`config.mk`:
```
export PLATFORM = sky130hd
export DESIGN_NAME = svm_div
export DESIGN_NICKNAME = d
export VERILOG_FILES = /design/src/hw/rtl/svm_pkg.sv /design/src/hw/rtl/svm_div.sv
export SDC_FILE = /design/constraint.sdc
export NUM_CORES = 1
export LEC_CHECK = 0
export BUFFER_PORTS_ARGS = -buffer_cell sky130_fd_sc_hd__buf_2
export CAP_MARGIN = 15
export CORE_AREA = 2 2 127 160
export DETAILED_ROUTE_END_ITERATION = 6
export DIE_AREA = 0 0 129 162
export PLACE_DENSITY = 0.66
export SLEW_MARGIN = 20
export SYNTH_ARGS = -nofsm -noshare
export SYNTH_HDL_FRONTEND = slang
export SYNTH_SLANG_ARGS = --single-unit
```
`constraint.sdc`:
```
create_clock -name clk -period 3.63 [get_ports clk]
set_clock_uncertainty 0.2 [all_clocks]
set_input_delay 0.1815 -clock clk [delete_from_list [all_inputs] [get_ports clk]]
set_output_delay 0.1815 -clock clk [all_outputs]
set_load 0.02 [all_outputs]
```
`src/hw/rtl/svm_pkg.sv`:
```
// svm_pkg: opcodes, fault codes, sequencer states and control bundles
// shared by the stack machine execute unit and its memory and divider.
// no dependencies
package svm_pkg;

  localparam logic [31:0] INC_PTR       = 32'd4;
  localparam logic [31:0] CODE_SEG_MASK = 32'hF000_0000;
  localparam logic [31:0] STACK_TOP_RST = 32'd4096;

  typedef enum logic [5:0] {
    OP_IMM  = 6'd0,  OP_IMX  = 6'd1,  OP_LOAD = 6'd2,  OP_SAVE = 6'd3,
    OP_PUSH = 6'd4,  OP_POP  = 6'd5,  OP_JMP  = 6'd6,  OP_JZ   = 6'd7,
    OP_JNZ  = 6'd8,  OP_CALL = 6'd9,  OP_ENT  = 6'd10, OP_ADJ  = 6'd11,
    OP_LEV  = 6'd12, OP_LEA  = 6'd13, OP_OR   = 6'd14, OP_XOR  = 6'd15,
    OP_AND  = 6'd16, OP_EQ   = 6'd17, OP_CASE = 6'd18, OP_NE   = 6'd19,
    OP_LT   = 6'd20, OP_LE   = 6'd21, OP_GT   = 6'd22, OP_GE   = 6'd23,
    OP_SHL  = 6'd24, OP_SHR  = 6'd25, OP_ADD  = 6'd26, OP_SUB  = 6'd27,
    OP_MUL  = 6'd28, OP_DIV  = 6'd29, OP_MOD  = 6'd30, OP_EXIT = 6'd31,
    OP_RESTART = 6'd32
  } op_t;

  typedef enum logic [2:0] {
    F_NONE = 3'd0, F_ADDR = 3'd1, F_CODE = 3'd2, F_DIVZ = 3'd3, F_UNK = 3'd4
  } fault_t;

  typedef enum logic [2:0] {
    ST_IDLE, ST_RDA, ST_RDB, ST_LDB, ST_EXEC, ST_DIV, ST_WCHK
  } state_t;

  localparam logic [1:0] CFG_CODE_BASE = 2'd0;
  localparam logic [1:0] CFG_MEM_BASE  = 2'd1;
  localparam logic [1:0] CFG_STACK_TOP = 2'd2;

  typedef struct packed {
    logic rd_en;
    logic wr_en;
    logic wr_byte;
  } mem_ctl_t;

  typedef struct packed {
    logic start;
    logic is_mod;
  } div_ctl_t;

endpackage

```
`src/hw/rtl/svm_div.sv`:
```
// svm_div: signed 32-bit divide and remainder, truncating, one quotient
// bit per cycle on magnitudes. uses svm_pkg.
module svm_div
  import svm_pkg::*;
(
  input  logic        clk,
  input  logic        rst_n,
  input  div_ctl_t    ctl,
  input  logic [31:0] dividend,
  input  logic [31:0] divisor,
  output logic        done,
  output logic [31:0] result
);

  logic        busy_r, done_r, negq_r, negr_r, mod_r;
  logic [4:0]  cnt_r;
  logic [31:0] rem_r, quo_r, den_r;
  logic [32:0] sh, diff;

  assign sh   = {rem_r, quo_r[31]};
  assign diff = sh - {1'b0, den_r};

  always_ff @(posedge clk) begin
    if (!rst_n) begin
      busy_r <= 1'b0;
      done_r <= 1'b0;
    end else begin
      done_r <= 1'b0;
      if (ctl.start) begin
        busy_r <= 1'b1;
      end else if (busy_r && cnt_r == 5'd31) begin
        busy_r <= 1'b0;
        done_r <= 1'b1;
      end
    end
  end

  always_ff @(posedge clk) begin
    if (ctl.start) begin
      // most negative value keeps its bit pattern, read as unsigned magnitude
      quo_r  <= dividend[31] ? 32'(-dividend) : dividend;
      den_r  <= divisor[31] ? 32'(-divisor) : divisor;
      rem_r  <= '0;
      cnt_r  <= '0;
      negq_r <= dividend[31] ^ divisor[31];
      negr_r <= dividend[31];
      mod_r  <= ctl.is_mod;
    end else if (busy_r) begin
      cnt_r <= cnt_r + 5'd1;
      if (!diff[32]) begin
        rem_r <= diff[31:0];
        quo_r <= {quo_r[30:0], 1'b1};
      end else begin
        rem_r <= sh[31:0];
        quo_r <= {quo_r[30:0], 1'b0};
      end
    end
  end

  assign done   = done_r;
  assign result = mod_r ? (negr_r ? 32'(-rem_r) : rem_r)
                        : (negq_r ? 32'(-quo_r) : quo_r);

endmodule

```
After elaboration in Yosys (flattened, before gate mapping). Index checks and enable logic that the tools add are counted.

Flip-flop bits (word level): 106. Input bits: 68.

Reductions and logical operators: 4. Bitwise operators: 2. Muxes and demuxes: 12. Equal/unequal tests: 1. $add $sub $neg: 6.

Operator list (number): 32-bit two-way mux (7); 32-bit negation (4); 33-bit by 32-bit subtractor with 33-bit output (1); 31-bit two-way mux (1); 5-bit by 1-bit adder with 5-bit output, second input constant (1); 5-bit == test, second input constant (1); 1-bit two-way mux (4); 2-bit nonzero test (2); 2-bit OR reduction (1); 1-bit logical AND (1); 1-bit NOT (1); 1-bit XOR (1).

Logic depth before layout (Yosys ltp). Gate-level depths: netlist (run 1).

Depth after elaboration: 4. Gate-level depth with buffers: 13. Depth with buffers taken out: 12.

Worst setup path before layout (run 1). No wires, ideal clock.

Path type: reg2reg. From: register quo_r[31]. To: register rem_r[10]. Path buffers: 1. Data required time: 3.339 ns. Setup slack: 0.159 ns. Stages on the path, launching flop included: 14. Library setup time: 0.091 ns. Data arrival time: 3.180 ns. Path through: edfxtp_1 inv_1 ha_1 fa_1 nor2b_1 o2111ai_1 a211oi_1 o21ai_0 a21boi_1 a31oi_1 xnor2_1 clkbuf_1 nand2_1 a311oi_1.

Longest elaborated chain between the ends: 2.

Ends and longest elaborated chain: start, declared (RTL line svm_div.sv:17) `logic [31:0] rem_r, quo_r, den_r;`; start signal, assigned (RTL line svm_div.sv:41) `quo_r <= dividend[31] ? 32'(-dividend) : dividend;`; start signal, assigned (RTL line svm_div.sv:52) `quo_r <= {quo_r[30:0], 1'b1};`; start signal, assigned (RTL line svm_div.sv:55) `quo_r <= {quo_r[30:0], 1'b0};`; 33-bit by 32-bit subtractor with 33-bit output (RTL line svm_div.sv:21) `assign diff = sh - {1'b0, den_r};`; 32-bit two-way mux (RTL line svm_div.sv:50) `if (!diff[32]) begin`; end signal, assigned (RTL line svm_div.sv:51) `rem_r <= diff[31:0];`; end signal, assigned (RTL line svm_div.sv:54) `rem_r <= sh[31:0];`; end, declared (RTL line svm_div.sv:17).

No other way between the ends. A chain may end at the register's enable or synchronous reset.

Final worst setup path (run 1).
From: register quo_r[5]. To: output result[31].

Longest elaborated chain between the ends: 3.

Ends and longest elaborated chain: 32-bit negation (RTL line svm_div.sv:62) `: (negq_r ? 32'(-quo_r) : quo_r);`; 32-bit two-way mux (RTL line svm_div.sv:62); 32-bit two-way mux (RTL line svm_div.sv:61) `assign result = mod_r ? (negr_r ? 32'(-rem_r) : rem_r)`; end, declared (RTL line svm_div.sv:12) `output logic [31:0] result`.

No other way between the ends.

==> results.yml, run 1 <==
status:
  outcome: "completed"
critical_path:
  worstSetupStartpointType: "register"
  critical_path_class: "reg -> out"
  setup.worst_path.end_class: "output pin"
  setup.reg_to_reg.worst_slack_ns: 0.14
  cp_data_arrival_time_ns: 3.14
  cp.required_ns: 3.25
  crit_path_max_fanout: 5
routing:
  routed_wire_length_per_instance_um: 16.1
  vias_per_cell: 5.52
  vias: 8055
  drt_drc_violations_left: 0
  wirelength_um: 23400
  drtPass1Iterations: 5
  final_antenna_net_count: 0
  drt_iter0_drc: 577
global_route:
  grt_antenna_before_repair: 0
  grt_overflow_total: 0
  maximum_number_of_pins_on_one_net_before_global_route_repair: 60
  number_of_global_route_vias_before_repair: 7481
  first_pass_grt_wire_length_um: 37100
  globalRouteTotalUtil_pct: 22.1
floorplanning:
  floorplan.die.width_um: 129
  core_region_area_mm2: 0.0193
  rows: 57
  die_height_um: 162
  design.die.area_mm2: 0.0209
  initial_core_util_pct: 44.7
  design.portCount: 101
synth:
  postSynthAreaPerCell_um2: 8.24
  post_synthesis_cell_area_mm2: 0.00863
  ys_types: 56
  synth_top_cell_by_area: "sky130_fd_sc_hd__edfxtp_1"
  synth-seq-cells: 106
  netlist_top_cells_area: "sky130_fd_sc_hd__edfxtp_1, sky130_fd_sc_hd__dfxtp_1, sky130_fd_sc_hd__xnor2_1"
  seq_area_frac_synth_pct: 32.4
  dominantRegCellSynth: "sky130_fd_sc_hd__edfxtp_1"
  post-synth-top-area-fraction_pct: 23.3
  synth_edf_count: 67
  yosysWarningCount: 0
  asyncSetResetFlopFracSynth_pct: 0
  synthesis.nets: 1154
  synthCells: 1047
cells_and_area:
  finish.instance_area_mm2: 0.0104
  area_growth_syn_to_layout_pct: 20.9
  instances_no_fill: 1458
  num-nets-final: 1295
  drive_above_1_share_pct: 17.4
  postLayoutCoreUtil_pct: 54.0
  antenna_fix_cells: 0
power:
  ir_drop_mv: 0.338
  static-leakage-power_nw: 4.20
  power.density_mw_per_mm2: 407
  finalPower_mw: 4.25
hold_path:
  timing.hold.worst.class: "in -> reg"
clock_network:
  cts_buffers: 9
  clk_pin_slew_worst_paths_ns: 0.07
  cts.root.buffer_cell: "sky130_fd_sc_hd__clkbuf_16"
  ctsLongestPathBuffers: 2
  tritoncts: "done"
  insertion_delay_ns: 0.36
  clock_sink_total: 106
  htree_num_levels: 3
sta:
  timing.final.hold_violations: 0
  timing.final.setup_violations: 0
  post-route-period-util_pct: 97.0
  setup_total_negative_slack_ns: 0
  worstMarginPinSlew_ns: 0.934
  final_max_slew_viol_count: 0
  max_freq_mhz: 284
  min_period_ns: 3.52
  slew_headroom_pct: 37.7
place:
  post-place-cells: 1397
  place_congestion: 0.858
  port-buffer-count: 100
  placed_cell_area_mm2: 0.00959
  detailed_place_hpwl_um: 17700
job:
  total_of_max_cap_violations: 0
## path summary, 6_finish.rpt
check | startpoint | end | depth (start not counted)
hold / removal | dividend[30] | quo_r[30] | 3
setup / recovery | quo_r[5] | result[31] | 11
setup reg to reg | quo_r[31] | rem_r[30] | 12
hold reg to reg | cnt_r[4] | cnt_r[4] | 2
## cells in the mapped netlist (12+ instances only)
cell type	number
sky130_fd_sc_hd__a21o_1	13
sky130_fd_sc_hd__a21oi_1	77
sky130_fd_sc_hd__a311oi_1	25
sky130_fd_sc_hd__clkbuf_1	51
sky130_fd_sc_hd__dfxtp_1	39
sky130_fd_sc_hd__edfxtp_1	67
sky130_fd_sc_hd__ha_1	38
sky130_fd_sc_hd__inv_1	59
sky130_fd_sc_hd__nand2_1	116
sky130_fd_sc_hd__nand3_1	12
sky130_fd_sc_hd__nor2_1	102
sky130_fd_sc_hd__o21ai_0	75
sky130_fd_sc_hd__o31ai_1	31
sky130_fd_sc_hd__o41ai_1	16
sky130_fd_sc_hd__or3_1	19
sky130_fd_sc_hd__or4_1	16
sky130_fd_sc_hd__xnor2_1	86
sky130_fd_sc_hd__xor2_1	66
## stage by stage
step,hold WS [ns],setup slack [ns]
after floorplan,0.0804,0.159
after global placement,0.167,0.117
after detailed placement,0.167,-0.0974
after CTS,0.0245,0.000718
after global routing,0.0427,-0.0103
final,0.0362,0.111
## placed cells by master, fill, tap and decap left out, types with 32 or more instances in the layout
cell / instances
sky130_fd_sc_hd__o21ai_0: 73
sky130_fd_sc_hd__xor2_1: 66
sky130_fd_sc_hd__buf_4: 57
sky130_fd_sc_hd__dfxtp_1: 37
sky130_fd_sc_hd__nand2_1: 116
sky130_fd_sc_hd__nor2_1: 101
sky130_fd_sc_hd__inv_1: 59
sky130_fd_sc_hd__a21oi_1: 77
sky130_fd_sc_hd__buf_2: 98
sky130_fd_sc_hd__xnor2_1: 84
sky130_fd_sc_hd__ha_1: 38
sky130_fd_sc_hd__edfxtp_1: 67
sky130_fd_sc_hd__dlygate4sd3_1: 32
## metal layers
layer,wire (µm),vias up,track usage (%)
met5,0,-,0
met4,597,0,7.51
met3,1010,40,2.96
met2,11600,192,39.0
met1,10200,3768,27.7
li1,-,4055,-
## critical path: stages (launching register included)
cell and delay, ns:
sky130_fd_sc_hd__edfxtp_1 0.44, sky130_fd_sc_hd__or4_4 0.57, sky130_fd_sc_hd__nor2_2 0.14, sky130_fd_sc_hd__nand3_2 0.14
sky130_fd_sc_hd__or3_4 0.43, sky130_fd_sc_hd__o31ai_2 0.19, sky130_fd_sc_hd__buf_4 0.17, sky130_fd_sc_hd__nand2_1 0.10
sky130_fd_sc_hd__xnor2_1 0.18, sky130_fd_sc_hd__nor2_1 0.06, sky130_fd_sc_hd__a21oi_1 0.17, sky130_fd_sc_hd__buf_4 0.18
## cells by family (layout without fill, tap and decap cells)
group,Yosys count,after routing,share of synthesized area [%]
and+or+nand+nor,328,328,17.8
AOI/OAI and AO/OA,293,293,22.2
xor gates and xnor gates,152,152,15.4
buffers and inverters,117,263,5.09
DFF,106,106,32.4
adders and majority gates,39,39,5.74
muxes,12,12,1.41
## cell type report
type                            instances  area, µm²
Inverter                               59        221
Clock inverter                          6       82.6
Multi-Input combinational cell        824       5530
Sequential cell                       106       2800
Clock buffer                           10        229
Fill cell                            1874       8890
Tap cell                              265        332
Timing Repair Buffer                  188       1250
## state kept, by name (all words and copies together) (netlist names)
name and flops:
busy_r 1, negq_r 1, done 1, cnt_r 5, rem_r 32, mod_r 1
den_r 32, quo_r 32, negr_r 1
## power by group
group | switching (mW) | total [mW] | internal (mW)
Sequential | 0.119 | 1.54 | 1.42
Clock | 0.447 | 1.05 | 0.601
Combinational | 0.971 | 1.66 | 0.688
## repair_timing
item,4_1_cts,5_1_grt
pin swaps,2,7
hold endpoints to repair,34,0
gates resized for setup,6,19
hold buffers,32,0
setup buffers,2,11
endpoints found under the setup margin,36,43
No activity file was read; power rests on OpenSTA's default activity.
==> run 2, diff against run 1 <==
Settings changed: CORE_AREA 2 2 127 160 to 2 2 117 147, DIE_AREA 0 0 129 162 to 0 0 119 149, PLACE_DENSITY 0.66 to 0.76, RECOVER_POWER set to 25.
==> run 2 against run 1 <==
- the flow now finishes with violations (max-capacitance violations, max-slew violations)
- sequential share of layout area rose by 0.18 points
- clock power barely moved
- final cell count fell by 3.8%
- core utilization rose by 8.8 points
- global-route usage rose by 1.7 points
- setup slack got worse by 0.046 ns
- first-iteration DRC count rose by 3.6%
- non-clock buffer count fell by 10
- clock-buffer cell count rose by 3
- sequential power barely moved
- highest routed layer unchanged
==> results.yml, run 2 (synthesis gave the netlist of run 1 again) <==
critical_path:
  crit_path_max_fanout: 3
  worstSetupStartpointType: "register"
  timing.reg2reg.worst_path_depth: 13
  setup.worst_path.end_class: "output pin"
  critical_path.top_delay_family: "simple AND/OR/NAND/NOR gates"
  cp_data_arrival_time_ns: 3.18
  critical_path_most_common_cell: "sky130_fd_sc_hd__or3_4"
  critical-path-max-stage-delay_ns: 0.57
  critical_path_class: "reg -> out"
  cp.required_ns: 3.25
  critPathBufInv: 2
  critPathSlowestCell: "sky130_fd_sc_hd__or4_4"
  critical_path_cell_count: 10
  cp_cell_sequence: "or4_4 > or3_4 > or3_4 > o31ai_4 > nand2_2 > xnor2_2 > buf_4 > nor2_1 > a21oi_2 > buf_2"
global_route:
  maximum_number_of_pins_on_one_net_before_global_route_repair: 66
  grt_antenna_before_repair: 0
  first_pass_grt_wire_length_um: 34700
  globalRouteTotalUtil_pct: 23.8
  number_of_global_route_vias_before_repair: 7290
  grt_overflow_total: 0
status:
  failing_checks: "max-capacitance violations, max-slew violations"
  outcome: "finished, violations left"
clock_network:
  ctsLongestPathBuffers: 2
  clk_pin_slew_worst_paths_ns: 0.07
  tritoncts: "done"
  insertion_delay_ns: 0.36
  htree_num_levels: 3
  cts.root.buffer_cell: "sky130_fd_sc_hd__clkbuf_16"
  cts_buffers: 9
  clock_sink_total: 106
sta:
  worstMarginPinSlew_ns: 2.40
  slew_headroom_pct: -60.1
  timing.final.setup_violations: 0
  max_freq_mhz: 280
  post-route-period-util_pct: 98.2
  final_max_slew_viol_count: 107
  timing.final.hold_violations: 0
  min_period_ns: 3.57
  holdWs_ns: 0.0236
floorplanning:
  die_height_um: 149
  initial_core_util_pct: 52.3
  core_region_area_mm2: 0.0165
  rows: 53
  design.die.area_mm2: 0.0177
  floorplan.die.width_um: 119
  design.portCount: 101
routing:
  final_antenna_net_count: 0
  vias_per_cell: 5.70
  routed_wire_length_per_instance_um: 15.3
  drtPass1Iterations: 5
  vias: 7999
  wirelength_um: 21500
  drt_iter0_drc: 598
  drt_drc_violations_left: 0
place:
  port-buffer-count: 100
  place_congestion: 0.925
  post-place-cells: 1350
  detailed_place_hpwl_um: 16000
power:
  power.share.clock_pct: 24.7
  power.density_mw_per_mm2: 406
  sequentialPowerShare_pct: 36.9
  finalPower_mw: 4.21
  sw_frac_of_total_pct: 36.4
  ir_drop_mv: 0.233
  power.share.combinational_pct: 38.4
  switching_power_mw: 1.53
  internal-power_mw: 2.68
  static-leakage-power_nw: 4.16
cells_and_area:
  drive_above_1_share_pct: 16.8
  antenna_fix_cells: 0
  instances_no_fill: 1403
  largest_regs: "den_r (32), quo_r (32), rem_r (32)"
  layout.cells.most_common_list: "sky130_fd_sc_hd__nand2_1, sky130_fd_sc_hd__nor2_1, sky130_fd_sc_hd__buf_2, sky130_fd_sc_hd__xnor2_1, sky130_fd_sc_hd__a21oi_1"
  layout.cells.most_common: "sky130_fd_sc_hd__nand2_1"
  num-nets-final: 1285
  area_growth_syn_to_layout_pct: 20.1
job:
  total_of_max_cap_violations: 2
hold_path:
  timing.hold.worst.class: "in -> reg"
  worstHoldPathCells: 3
## run 2: worst paths after layout
path	start	to	slack (ns)
min reg2reg	cnt_r[4]	cnt_r[4]	0.32
max reg2reg	quo_r[31]	rem_r[5]	0.19
min	divisor[1]	den_r[1]	0.02
max	quo_r[10]	result[31]	0.06
## run 2: per-stage QoR
step           worst slack (ns)  setup TNS (ns)  cell area [µm²]  utilization, %
4_1_cts                 0.00604               0            10300            62.1
3_3_place_gp             0.0464               0             9540            57.8
2_1_floorplan             0.159               0             8630               -
6_report                 0.0646               0            10400            62.8
5_1_grt                 -0.0177         -0.0184            10400            62.8
3_5_place_dp            -0.0937           -1.50             9540            57.8
## run 2: timing repair
action                     in CTS  in global routing
gates resized for setup        11                 23
setup buffers                   2                  3
pin swaps                       1                 12
setup endpoints to repair      38                 41
hold endpoints to repair       35                  0
hold buffers                   33                  0
## run 2: metal layers
| layer | vias up | part of all wire, % | GRT usage (%) |
|---|---|---|---|
| li1 | 4031 | - | - |
| met1 | 3696 | 45 | 31.6 |
| met2 | 231 | 49 | 40.6 |
| met3 | 41 | 3.8 | 2.52 |
| met4 | 0 | 2.6 | 8.21 |
| met5 | - | 0 | 0 |
## run 2: worst reg2reg max path, stage by stage, from the launching register on
cell                        delay (ns)
sky130_fd_sc_hd__edfxtp_1         0.36
sky130_fd_sc_hd__inv_1            0.09
sky130_fd_sc_hd__ha_1             0.24
sky130_fd_sc_hd__fa_1             0.41
sky130_fd_sc_hd__nor2b_1          0.20
sky130_fd_sc_hd__o2111ai_2        0.17
sky130_fd_sc_hd__a211oi_2         0.29
sky130_fd_sc_hd__o21ai_1          0.14
sky130_fd_sc_hd__a21boi_2         0.22
sky130_fd_sc_hd__a31oi_4          0.16
sky130_fd_sc_hd__xnor2_2          0.28
sky130_fd_sc_hd__buf_12           0.22
sky130_fd_sc_hd__nand2_1          0.09
sky130_fd_sc_hd__a311oi_1         0.27
## run 2: cell type report
class	count	area, µm²
flip-flops and latches	106	2800
inverters	59	221
repair buffers	178	1190
fillers	1420	6150
clock inverters	3	23.8
well taps	220	275
multi-input cells	824	5570
clock buffers	13	293
## run 2: power groups by stage
stage / clock network, mW / registers, mW / logic (mW)
after floorplan: 0 / 1.54 / 1.09
after global placement: 0 / 1.57 / 1.52
after detailed placement: 0 / 1.57 / 1.54
after CTS: 1.05 / 1.55 / 1.59
after global routing: 1.09 / 1.57 / 1.79
final: 1.04 / 1.55 / 1.62
